`src/rtl/ffbsa_pkg.sv`:
```
// ----------------------------------------------------------------------------
// ffbsa_pkg
// Shared constants, node kind codes and the state size lookup of the
// first-fit buffer slot allocator.
// ----------------------------------------------------------------------------
`timescale 1ns / 1ps
`default_nettype none

package ffbsa_pkg;

  // Field widths
  localparam int unsigned POS_W    = 8;
  localparam int unsigned PLAN_W   = 9;
  localparam int unsigned KIND_W   = 4;
  localparam int unsigned SLOT_OUT_W = 8;
  localparam int unsigned CNT_OUT_W  = 9;
  localparam int unsigned OFFS_W   = 13;
  localparam int unsigned CURS_W   = 14;
  localparam int unsigned SIZE_W   = 6;

  // Default slot table depth
  localparam int unsigned MAX_SLOTS_DEF = 256;

  // Limits of one plan
  localparam logic [CURS_W-1:0] STATE_LIMIT    = 14'd8192;
  localparam logic [PLAN_W-1:0] POSITION_LIMIT = 9'd256;

  // Node kinds that carry state
  localparam logic [KIND_W-1:0] KIND_CLIP  = 4'd1;
  localparam logic [KIND_W-1:0] KIND_CACHE = 4'd6;
  localparam logic [KIND_W-1:0] KIND_FSM   = 4'd8;

  localparam logic [SIZE_W-1:0] BYTES_CLIP  = 6'd8;
  localparam logic [SIZE_W-1:0] BYTES_CACHE = 6'd24;
  localparam logic [SIZE_W-1:0] BYTES_FSM   = 6'd32;

  // State bytes needed by one node kind
  function automatic logic [SIZE_W-1:0] kind_state_bytes(input logic [KIND_W-1:0] kind);
    logic [SIZE_W-1:0] bytes;
    case (kind)
      KIND_CLIP:  bytes = BYTES_CLIP;
      KIND_CACHE: bytes = BYTES_CACHE;
      KIND_FSM:   bytes = BYTES_FSM;
      default:    bytes = '0;
    endcase
    return bytes;
  endfunction

  // Round a byte count up to the next multiple of eight
  function automatic logic [CURS_W-1:0] round_up_eight(input logic [CURS_W-1:0] v);
    logic [CURS_W-1:0] sum;
    sum = v + 14'd7;
    return {sum[CURS_W-1:3], 3'b000};
  endfunction

endpackage

`default_nettype wire

```
`src/rtl/ffbsa_ram.sv`:
```
// ----------------------------------------------------------------------------
// ffbsa_ram
// Generic single write port, single read port RAM with registered read data.
// ----------------------------------------------------------------------------
`timescale 1ns / 1ps
`default_nettype none

module ffbsa_ram #(
  parameter int unsigned WIDTH = 8,
  parameter int unsigned DEPTH = 256,
  parameter int unsigned AW    = (DEPTH > 1) ? $clog2(DEPTH) : 1
) (
  input  wire logic             clk,
  input  wire logic             we,
  input  wire logic [AW-1:0]    waddr,
  input  wire logic [WIDTH-1:0] wdata,
  input  wire logic             re,
  input  wire logic [AW-1:0]    raddr,
  output logic      [WIDTH-1:0] rdata
);

  logic [WIDTH-1:0] mem [DEPTH];

  // Write port
  always_ff @(posedge clk) begin
    if (we) begin
      mem[waddr] <= wdata;
    end
  end

  // Registered read port
  always_ff @(posedge clk) begin
    if (re) begin
      rdata <= mem[raddr];
    end
  end

endmodule

`default_nettype wire

```
`src/rtl/first_fit_buffer_slot_allocator_unit.sv`:
```
// ----------------------------------------------------------------------------
// first_fit_buffer_slot_allocator_unit
// Assigns each plan instruction a buffer slot by first-fit search over a slot
// table of owner last-use positions, and lays out eight-aligned node state.
// ----------------------------------------------------------------------------
// Flow: an item goes from IDLE to WRITE with reuse off or an empty table, and
//   through SCAN first with reuse on; the scan reads one entry per cycle through
//   the single table read port and stops at the first hit or the table end.
// Throughput: one item at a time; the next item is taken once the result is
//   loaded into the output register.
// Reset: synchronous active-low; clears counters, flag and handshake state,
//   sets reuse_enable to 1. The slot table has no reset and needs no clearing.
// ----------------------------------------------------------------------------
`timescale 1ns / 1ps
`default_nettype none

module first_fit_buffer_slot_allocator_unit #(
  parameter int unsigned MAX_SLOTS = ffbsa_pkg::MAX_SLOTS_DEF
) (
  input  wire logic                               clk,
  input  wire logic                               rst_n,
  // Configuration write
  input  wire logic                               cfg_valid,
  output logic                                    cfg_ready,
  input  wire logic                               cfg_reuse_enable,
  // Input items
  input  wire logic                               in_valid,
  output logic                                    in_ready,
  input  wire logic                               in_start_plan,
  input  wire logic [ffbsa_pkg::POS_W-1:0]        in_last_use_position,
  input  wire logic [ffbsa_pkg::KIND_W-1:0]       in_node_kind,
  // Result items
  output logic                                    out_valid,
  input  wire logic                               out_ready,
  output logic [ffbsa_pkg::SLOT_OUT_W-1:0]        out_slot_index,
  output logic [ffbsa_pkg::OFFS_W-1:0]            out_state_base,
  output logic [ffbsa_pkg::CNT_OUT_W-1:0]         out_slots_in_use,
  output logic [ffbsa_pkg::CURS_W-1:0]            out_state_total,
  output logic                                    out_overflow
);

  import ffbsa_pkg::*;

  localparam int unsigned SLOT_W = (MAX_SLOTS > 1) ? $clog2(MAX_SLOTS) : 1;
  localparam int unsigned CNT_W  = $clog2(MAX_SLOTS + 1);
  localparam logic [CNT_W-1:0] MAX_CNT = CNT_W'(MAX_SLOTS);

  localparam logic [1:0] S_IDLE  = 2'd0;
  localparam logic [1:0] S_SCAN  = 2'd1;
  localparam logic [1:0] S_WRITE = 2'd2;

  // Control and counters
  logic [1:0]        state_r, state_nxt;
  logic              reuse_r, reuse_nxt;
  logic [CNT_W-1:0]  count_r, count_nxt;
  logic [PLAN_W-1:0] pos_r, pos_nxt;
  logic [CURS_W-1:0] cursor_r, cursor_nxt;
  logic              ovf_r, ovf_nxt;

  // Scan pipeline
  logic [CNT_W-1:0]  rd_addr_r, rd_addr_nxt;
  logic              cmp_valid_r, cmp_valid_nxt;
  logic [SLOT_W-1:0] cmp_idx_r, cmp_idx_nxt;
  logic              found_r, found_nxt;
  logic [SLOT_W-1:0] found_idx_r, found_idx_nxt;

  // Item payload held during the work
  logic [POS_W-1:0]  last_r, last_nxt;
  logic [SIZE_W-1:0] size_r, size_nxt;

  // Output register
  logic                  out_valid_r, out_valid_nxt;
  logic [SLOT_OUT_W-1:0] out_slot_r, out_slot_nxt;
  logic [OFFS_W-1:0]     out_offs_r, out_offs_nxt;
  logic [CNT_OUT_W-1:0]  out_cnt_r, out_cnt_nxt;
  logic [CURS_W-1:0]     out_total_r, out_total_nxt;
  logic                  out_ovf_r, out_ovf_nxt;

  // Table port
  logic              ram_we, ram_re;
  logic [SLOT_W-1:0] ram_waddr;
  logic [POS_W-1:0]  ram_q;

  // Intermediate values
  logic                  in_fire, out_free;
  logic [CNT_W-1:0]      count_eff;
  logic [PLAN_W-1:0]     pos_eff;
  logic                  hit, scan_end;
  logic [SLOT_W-1:0]     slot_sel;
  logic [CNT_W-1:0]      count_new;
  logic [CURS_W-1:0]     offs_al, offs_sum, cursor_new, offs_res;
  logic                  space_ovf, table_full;
  logic [SLOT_W+SLOT_OUT_W-1:0] slot_ext;
  logic [CNT_W+CNT_OUT_W-1:0]   cnt_ext;

  assign in_ready  = (state_r == S_IDLE);
  assign cfg_ready = 1'b1;
  assign in_fire   = in_valid && in_ready;
  assign out_free  = !out_valid_r || out_ready;

  assign count_eff = in_start_plan ? '0 : count_r;
  assign pos_eff   = in_start_plan ? '0 : pos_r;

  // Compare the entry read last cycle against the current position
  assign hit      = cmp_valid_r && ({1'b0, ram_q} < pos_r);
  assign scan_end = cmp_valid_r && ((CNT_W'(cmp_idx_r) + CNT_W'(1)) == count_r);

  // Slot choice and state layout for the write step
  assign table_full = (count_r >= MAX_CNT);
  assign slot_sel   = found_r ? found_idx_r : (table_full ? '0 : count_r[SLOT_W-1:0]);
  assign count_new  = (!found_r && !table_full) ? count_r + CNT_W'(1) : count_r;
  assign offs_al    = round_up_eight(cursor_r);
  assign offs_sum   = offs_al + CURS_W'(size_r);
  assign space_ovf  = (offs_sum > STATE_LIMIT);
  assign cursor_new = space_ovf ? cursor_r : offs_sum;
  assign offs_res   = (space_ovf || offs_al >= STATE_LIMIT) ? '0 : offs_al;
  assign slot_ext   = {{SLOT_OUT_W{1'b0}}, slot_sel};
  assign cnt_ext    = {{CNT_OUT_W{1'b0}}, count_new};

  // Table read and write strobes
  assign ram_re    = (state_r == S_SCAN) && (rd_addr_r < count_r);
  assign ram_we    = (state_r == S_WRITE) && out_free && (found_r || !table_full);
  assign ram_waddr = slot_sel;

  ffbsa_ram #(
    .WIDTH (POS_W),
    .DEPTH (MAX_SLOTS),
    .AW    (SLOT_W)
  ) u_table (
    .clk   (clk),
    .we    (ram_we),
    .waddr (ram_waddr),
    .wdata (last_r),
    .re    (ram_re),
    .raddr (rd_addr_r[SLOT_W-1:0]),
    .rdata (ram_q)
  );

  // Sequencer
  always_comb begin
    state_nxt     = state_r;
    reuse_nxt     = reuse_r;
    count_nxt     = count_r;
    pos_nxt       = pos_r;
    cursor_nxt    = cursor_r;
    ovf_nxt       = ovf_r;
    rd_addr_nxt   = rd_addr_r;
    cmp_valid_nxt = 1'b0;
    cmp_idx_nxt   = cmp_idx_r;
    found_nxt     = found_r;
    found_idx_nxt = found_idx_r;
    last_nxt      = last_r;
    size_nxt      = size_r;
    out_valid_nxt = out_valid_r && !out_ready;
    out_slot_nxt  = out_slot_r;
    out_offs_nxt  = out_offs_r;
    out_cnt_nxt   = out_cnt_r;
    out_total_nxt = out_total_r;
    out_ovf_nxt   = out_ovf_r;

    // Take a configuration write
    if (cfg_valid && cfg_ready) begin
      reuse_nxt = cfg_reuse_enable;
    end

    case (state_r)
      S_IDLE: begin
        // Accept an item, open a new plan if asked
        if (in_fire) begin
          last_nxt    = in_last_use_position;
          size_nxt    = kind_state_bytes(in_node_kind);
          count_nxt   = count_eff;
          pos_nxt     = pos_eff;
          cursor_nxt  = in_start_plan ? '0 : cursor_r;
          ovf_nxt     = (in_start_plan ? 1'b0 : ovf_r) || (pos_eff >= POSITION_LIMIT);
          found_nxt   = 1'b0;
          rd_addr_nxt = '0;
          if (reuse_r && (count_eff != '0)) begin
            state_nxt = S_SCAN;
          end else begin
            state_nxt = S_WRITE;
          end
        end
      end
      S_SCAN: begin
        // Issue one table read per cycle, check the previous one
        if (ram_re) begin
          cmp_valid_nxt = 1'b1;
          cmp_idx_nxt   = rd_addr_r[SLOT_W-1:0];
          rd_addr_nxt   = rd_addr_r + CNT_W'(1);
        end
        if (hit) begin
          found_nxt     = 1'b1;
          found_idx_nxt = cmp_idx_r;
          cmp_valid_nxt = 1'b0;
          state_nxt     = S_WRITE;
        end else if (scan_end) begin
          cmp_valid_nxt = 1'b0;
          state_nxt     = S_WRITE;
        end
      end
      S_WRITE: begin
        // Commit slot and state layout, load the result
        if (out_free) begin
          count_nxt     = count_new;
          cursor_nxt    = cursor_new;
          ovf_nxt       = ovf_r || space_ovf || (!found_r && table_full);
          pos_nxt       = (pos_r < POSITION_LIMIT) ? pos_r + PLAN_W'(1) : pos_r;
          out_valid_nxt = 1'b1;
          out_slot_nxt  = slot_ext[SLOT_OUT_W-1:0];
          out_offs_nxt  = offs_res[OFFS_W-1:0];
          out_cnt_nxt   = cnt_ext[CNT_OUT_W-1:0];
          out_total_nxt = round_up_eight(cursor_new);
          out_ovf_nxt   = ovf_r || space_ovf || (!found_r && table_full);
          state_nxt     = S_IDLE;
        end
      end
      default: begin
        state_nxt = S_IDLE;
      end
    endcase
  end

  // Control registers
  always_ff @(posedge clk) begin
    if (!rst_n) begin
      state_r     <= S_IDLE;
      reuse_r     <= 1'b1;
      count_r     <= '0;
      pos_r       <= '0;
      cursor_r    <= '0;
      ovf_r       <= 1'b0;
      rd_addr_r   <= '0;
      cmp_valid_r <= 1'b0;
      found_r     <= 1'b0;
      out_valid_r <= 1'b0;
    end else begin
      state_r     <= state_nxt;
      reuse_r     <= reuse_nxt;
      count_r     <= count_nxt;
      pos_r       <= pos_nxt;
      cursor_r    <= cursor_nxt;
      ovf_r       <= ovf_nxt;
      rd_addr_r   <= rd_addr_nxt;
      cmp_valid_r <= cmp_valid_nxt;
      found_r     <= found_nxt;
      out_valid_r <= out_valid_nxt;
    end
  end

  // Payload registers
  always_ff @(posedge clk) begin
    cmp_idx_r   <= cmp_idx_nxt;
    found_idx_r <= found_idx_nxt;
    last_r      <= last_nxt;
    size_r      <= size_nxt;
    out_slot_r  <= out_slot_nxt;
    out_offs_r  <= out_offs_nxt;
    out_cnt_r   <= out_cnt_nxt;
    out_total_r <= out_total_nxt;
    out_ovf_r   <= out_ovf_nxt;
  end

  assign out_valid        = out_valid_r;
  assign out_slot_index   = out_slot_r;
  assign out_state_base   = out_offs_r;
  assign out_slots_in_use = out_cnt_r;
  assign out_state_total  = out_total_r;
  assign out_overflow     = out_ovf_r;

endmodule

`default_nettype wire
```
`config.mk`:
```
export PLATFORM = sky130hd
export DESIGN_NAME = first_fit_buffer_slot_allocator_unit
export DESIGN_NICKNAME = d
export VERILOG_FILES = /design/src/rtl/ffbsa_pkg.sv /design/src/rtl/ffbsa_ram.sv /design/src/rtl/first_fit_buffer_slot_allocator_unit.sv
export SDC_FILE = /design/constraint.sdc
export NUM_CORES = 2
export LEC_CHECK = 0
export ABC_AREA = 1
export ABC_CLOCK_PERIOD_IN_PS = 4100
export BUFFER_PORTS_ARGS = -buffer_cell sky130_fd_sc_hd__buf_2
export CAP_MARGIN = 20
export CORE_MARGIN = 2
export CORE_UTILIZATION = 45
export CTS_CLUSTER_SIZE = 12
export DETAILED_ROUTE_END_ITERATION = 7
export GPL_ROUTABILITY_DRIVEN = 0
export PLACE_DENSITY = 0.64
export SETUP_SLACK_MARGIN = 0.5
export SYNTH_ARGS = -nofsm -noshare
export SYNTH_HDL_FRONTEND = slang
export SYNTH_SLANG_ARGS = --single-unit
```
`constraint.sdc`:
```
create_clock -name clk -period 4.1 [get_ports clk]
set_input_delay 0.82 -clock clk [delete_from_list [all_inputs] [get_ports clk]]
set_output_delay 0.82 -clock clk [all_outputs]
set_load 0.03 [all_outputs]
```
======== After elaboration in Yosys (flattened, before gate mapping) ========
Memories as Yosys holds them, arrays and structs flattened. A register that Yosys moved wholly into a read port is not among the register bits.
Index checks and enable logic that the tools add are counted.
word-level totals
  bits of input ports ..................... 19
  register bits after elaboration ......... 120
  output and inout port bits .............. 48
  memories kept ........................... 1
  RAM bits ................................ 2048
cells by class
  reductions and logical operators ........ 35
  $add $sub $neg .......................... 7
  muxes and demuxes ....................... 39
  eq/ne operators ......................... 13
  bitwise operators ....................... 2
  magnitude comparators ................... 7
memories
  name         words  bits a word  read ports  clocked after Yosys merged registers in  write ports  RTL line         source
  u_table.mem  256    8            1           1                                        1            ffbsa_ram.sv:22  logic [WIDTH-1:0] mem [DEPTH];
operator list
  operator                 number
  $mux W9                  10
  $mux W14                 4
  $pmux W9 S2              3
  $add A14 B3 Y14 const B  2
  $pmux W14 S2             1
  $add A9 B1 Y9 const B    3
  $ge A9 B9 Y1 const B     2
  $pmux W6 S3              1
  $mux W8                  2
  $add A14 B6 Y14          1
  $ge A14 B14 Y1 const B   1
  $gt A14 B14 Y1 const B   1
  $reduce_and A3 Y1        4
  $logic_and A1 B1 Y1      10
  $mux W1                  10
  $mux W2                  5
  $add A8 B1 Y9 const B    1
  $eq A9 B9 Y1             1
  $lt A8 B9 Y1             1
  $lt A9 B9 Y1             1
  $lt A9 B9 Y1 const B     1
  $reduce_bool A9 Y1       1
  $reduce_and A2 Y1        4
  $reduce_and A4 Y1        2
  16 further kinds         31

======== Depth between registers and ports, before layout ========
  depth after elaboration ................. 7
  mapped depth ............................ 24
  gate-level depth less buffers ........... 24

======== Cells and area by module ========
A second synthesis with hierarchy kept.
second synthesis, totals
  cell total of the unflattened synthesis .. 7715
  area, all modules ....................... 89523.4 µm²
modules (own cells, without submodules)
  module                                area each (µm²)  seq. area each (µm²)  cells each  times used
  ffbsa_ram                             83476.3          61739.2               7003        1
  first_fit_buffer_slot_allocator_unit  6047.0           2942.8                712         1

======== Worst setup path before layout ========
No wires, ideal clock.
  kind .................................... flip-flop to flip-flop
  from .................................... register last_r[0]
  to ...................................... memory u_table.mem[0][0] (data pin)
  data arrival time ....................... 3228 ps
  setup time .............................. 817 ps
  cell stages (with the launch flop) ...... 1
  setup slack ............................. 54 ps
  path through ............................ edfxtp_1
RTL lines
  item                    RTL line                                     source
  from (decl)             first_fit_buffer_slot_allocator_unit.sv:68   logic [POS_W-1:0] last_r, last_nxt;
  from (signal assigned)  first_fit_buffer_slot_allocator_unit.sv:255  last_r <= last_nxt;
  to (decl)               ffbsa_ram.sv:22
No word-level cell before the write port.

======== Worst setup path after layout ========
  from .................................... register rd_addr_r[0]
  to ...................................... register u_table.rdata[4] (read register of u_table.mem) (data pin)
between the ends
  cells in the longest elaborated chain, start to end .. 2
ends and longest elaborated chain
  item                    RTL line                                     source
  from (decl)             first_fit_buffer_slot_allocator_unit.sv:61   logic [CNT_W-1:0] rd_addr_r, rd_addr_nxt;
  from (signal assigned)  first_fit_buffer_slot_allocator_unit.sv:244  rd_addr_r <= rd_addr_nxt;
  $lt A9 B9 Y1            first_fit_buffer_slot_allocator_unit.sv:121  assign ram_re = (state_r == S_SCAN) && (rd_addr_r < count_r);
  $logic_and A1 B1 Y1     first_fit_buffer_slot_allocator_unit.sv:121
  to (decl)               ffbsa_ram.sv:19                              output logic [WIDTH-1:0] rdata
Several ways; a longest one is shown, not always the timed one.
A chain may end at the register's enable or synchronous reset.

==> flow_summary.ini <==
[synth]
synth_compound_area_frac = 0.121
async_reset_ff_frac = 0
ys_ff_latch = 2170
synth_commonest_cells = edfxtp_1, nor2_1, o21ai_0
ys.flop_type = edfxtp_1
synth.area.top_cells = edfxtp_1, o21ai_0, nor2_1
synthXorXnorAreaFrac = 0.00200
yosys.area_share.simple = 0.100
ys_types = 61
synth_top_family_by_area = compound AO/OA/AOI/OAI gates
synth.top_cell.area_share = 0.734
avgSynthCellArea_um2 = 12.8
seq_area_frac_synth = 0.745
synthAdderAreaFrac = 0.00340
synth_mux_area_frac = 0
yosysTopAreaCell = edfxtp_1
yosysWarnings = 0
synth_most_common_cell = edfxtp_1
synthesis.area_mm2 = 0.0868
netlist_instances = 6780
synth-edff-count = 2122

[timing]
worst_pin_slew_ps = 1160
max_freq_mhz = 286
slew_violations = 0
period_share = 0.853
rsz0062_at_grt = yes
max_slew_margin = 0.230
setup_viol = 0
finalSetupTns_ps = 0
fin_ws_ps = 602
hold_viol = 0
period_needed_ps = 3500
timing.hold.ws_ps = 136
fin_skew_ps = 58.3

[pwr]
power_density_mw_per_mm2 = 625
ir_drop_mv = 0.416
p_leak_nw = 31.6

[worst_setup_path]
cp-start-kind = register
cp-endpoint = u_table.rdata[4]
slowest_stage = buf_4
rr_endpoint = u_table.rdata[4]
path_depth = 9
path_common_cell = o21ai_0
cp-end-kind = register
arrival_ps = 4060
path_class = reg2reg
r2r_slack_ps = 600
r2r_start = rd_addr_r[0]
cp_top_family = compound AO/OA/AOI/OAI gates
crit_chain = clkinv_8 -> buf_4 -> o21ai_0 -> o221ai_1 -> o211ai_1 -> nand3_1 -> a22o_1 -> nor3_1 -> o21ai_0
cp-startpoint = rd_addr_r[0]
required_ps = 4660
critical_path.max_fanout = 120
cp_num_buf_inv = 2
r2r_cells = 9
max_stage_delay_ps = 450

[cts]
cts_tree = yes
insertion_delay_ps = 870
cts_buffers = 215
cts.htree.levels = 4
clock_sinks = 2170
cts-root-buf = clkbuf_16
cts-hold-fix-buffers = 0
clk_pin_slew_ps = 60
clock_path_buffers = 3

[routing]
drt_iter0_markers = 7595
drtAntennaViolNets = 0
vias_per_cell = 6.04
via_count = 58000
firstDrtPassIters = 8
remaining_drc_errors = 0
wl_per_cell_um = 25.6
wirelength_um = 245000

[layout]
final_cell_area_mm2 = 0.0981
syn2layout_area_growth_pct = 13.1
utilization = 0.511
layout-drive-gt1-share = 0.105
nets = 6979

[global_route]
antenna_found_initial = 7
grt_remaining_overflow = 0
grt_pass1_wl_um = 360000
grt_usage = 0.244
grt_max_degree = 146
grt_pass1_vias = 55100

[placed_design]
dpl-instance-area_mm2 = 0.0918
dp_hpwl_um = 147000
dp_slack_ps = 611
port_buffers = 59

[die]
die_area_mm2 = 0.196
start_util = 0.452
io_pins = 67
die_x_um = 443
core_mm2 = 0.192
die_y_um = 443
num_rows = 161

[flow_run]
maxCapViolations = 0

[min_path]
hp-class = in2reg

[outcome]
status = complete, no violations
-- sequential cells by signal (all words and copies together) (netlist names), 2 cells and up --
signal / flops
found_idx_r: 8
last_r: 8
size_r: 3
out_state_base: 10
u_table.mem: 2048
cmp_idx_r: 8
u_table.rdata: 8
out_slots_in_use: 9
out_state_total: 11
rd_addr_r: 9
cursor_r: 14
count_r: 9
state_r: 2
pos_r: 9
out_slot_index: 8
-- cells by family (layout without fill, tap and decap cells) --
| logic type | count (synthesis) | in the layout |
|---|---|---|
| AOI/OAI and AO/OA | 1819 | 1819 |
| xor gates and xnor gates | 19 | 19 |
| adders and majority gates | 23 | 23 |
| buffers and inverters | 612 | 895 |
| DFF | 2170 | 2170 |
| other | 2 | 8 |
| and+or+nand+nor | 2135 | 2135 |
-- stage by stage --
stage,power [mW],instances
2_1_floorplan,36.8,6785
3_3_place_gp,43.2,9242
3_5_place_dp,43.3,9244
4_1_cts,61.2,9592
5_1_grt,63.6,9595
6_report,61.3,9595
-- worst min path at each step --
stage	endpoint	slack [ps]	cells past startpoint	from
6_report	last_r[2]	140	1	in_last_use_position[2]
5_1_grt	last_r[5]	100	1	in_last_use_position[5]
4_1_cts	last_r[2]	70	1	in_last_use_position[2]
3_5_place_dp	pos_r[6]	440	1	pos_r[6]
3_3_place_gp	pos_r[6]	420	1	pos_r[6]
2_1_floorplan	pos_r[6]	410	1	pos_r[6]
-- layout make-up --
| cell class | instances | area [µm²] |
|---|---|---|
| Antenna cell | 1 | 2.50 |
| Fill cell | 16100 | 93900 |
| Timing Repair Buffer | 416 | 3690 |
| Inverter | 131 | 528 |
| Clock buffer | 282 | 5720 |
| Clock inverter | 66 | 551 |
| Multi-Input combinational cell | 4003 | 19800 |
| Sequential cell | 2170 | 64700 |
| Tap cell | 2526 | 3160 |
-- placed cells by master (no fill, tap or decap), types with 4 or more instances in the layout --
cell type  instances
edfxtp_1        2122
nor2_1          1373
o21ai_0         1063
nand2_1          375
o22ai_1          315
buf_4            300
nand3_1          267
clkbuf_16        219
o221ai_1         198
a21oi_1          127
inv_1            113
clkbuf_1          63
buf_2             59
o211ai_1          58
buf_12            55
clkinv_1          45
dfxtp_1           44
nand4_1           33
ha_1              22
a31oi_1           21
nor3_1            19
nand2_2           18
nor2_2            15
xor2_1            11
clkinv_2          10
a221oi_1           9
nor2_4             8
inv_6              8
xnor2_1            7
conb_1             7
nand3_2            5
bufinv_16          5
nand2_4            4
inv_2              4
a21boi_0           4
nor3b_1            4
dfxtp_4            4
-- timing repair --
| item | in CTS | in global routing |
|---|---|---|
| setup endpoints to repair | 0 | 51 |
| hold endpoints to repair | 0 | 0 |
| setup buffers | 0 | 2 |
| gates resized for setup | 0 | 9 |
-- power breakdown --
group          internal (mW)  switching, mW
registers               26.2          0.387
logic                   4.25           12.3
clock network           10.0           8.12
total                   40.5           20.8
-- metal layers --
layer / global-route usage / wire length [µm]
met1: 0.345 / 99300
met2: 0.376 / 111000
met3: 0.0488 / 26000
met4: 0.0889 / 8730
met5: 0 / 55
Note: power is estimated with default switching activity, not from simulation.
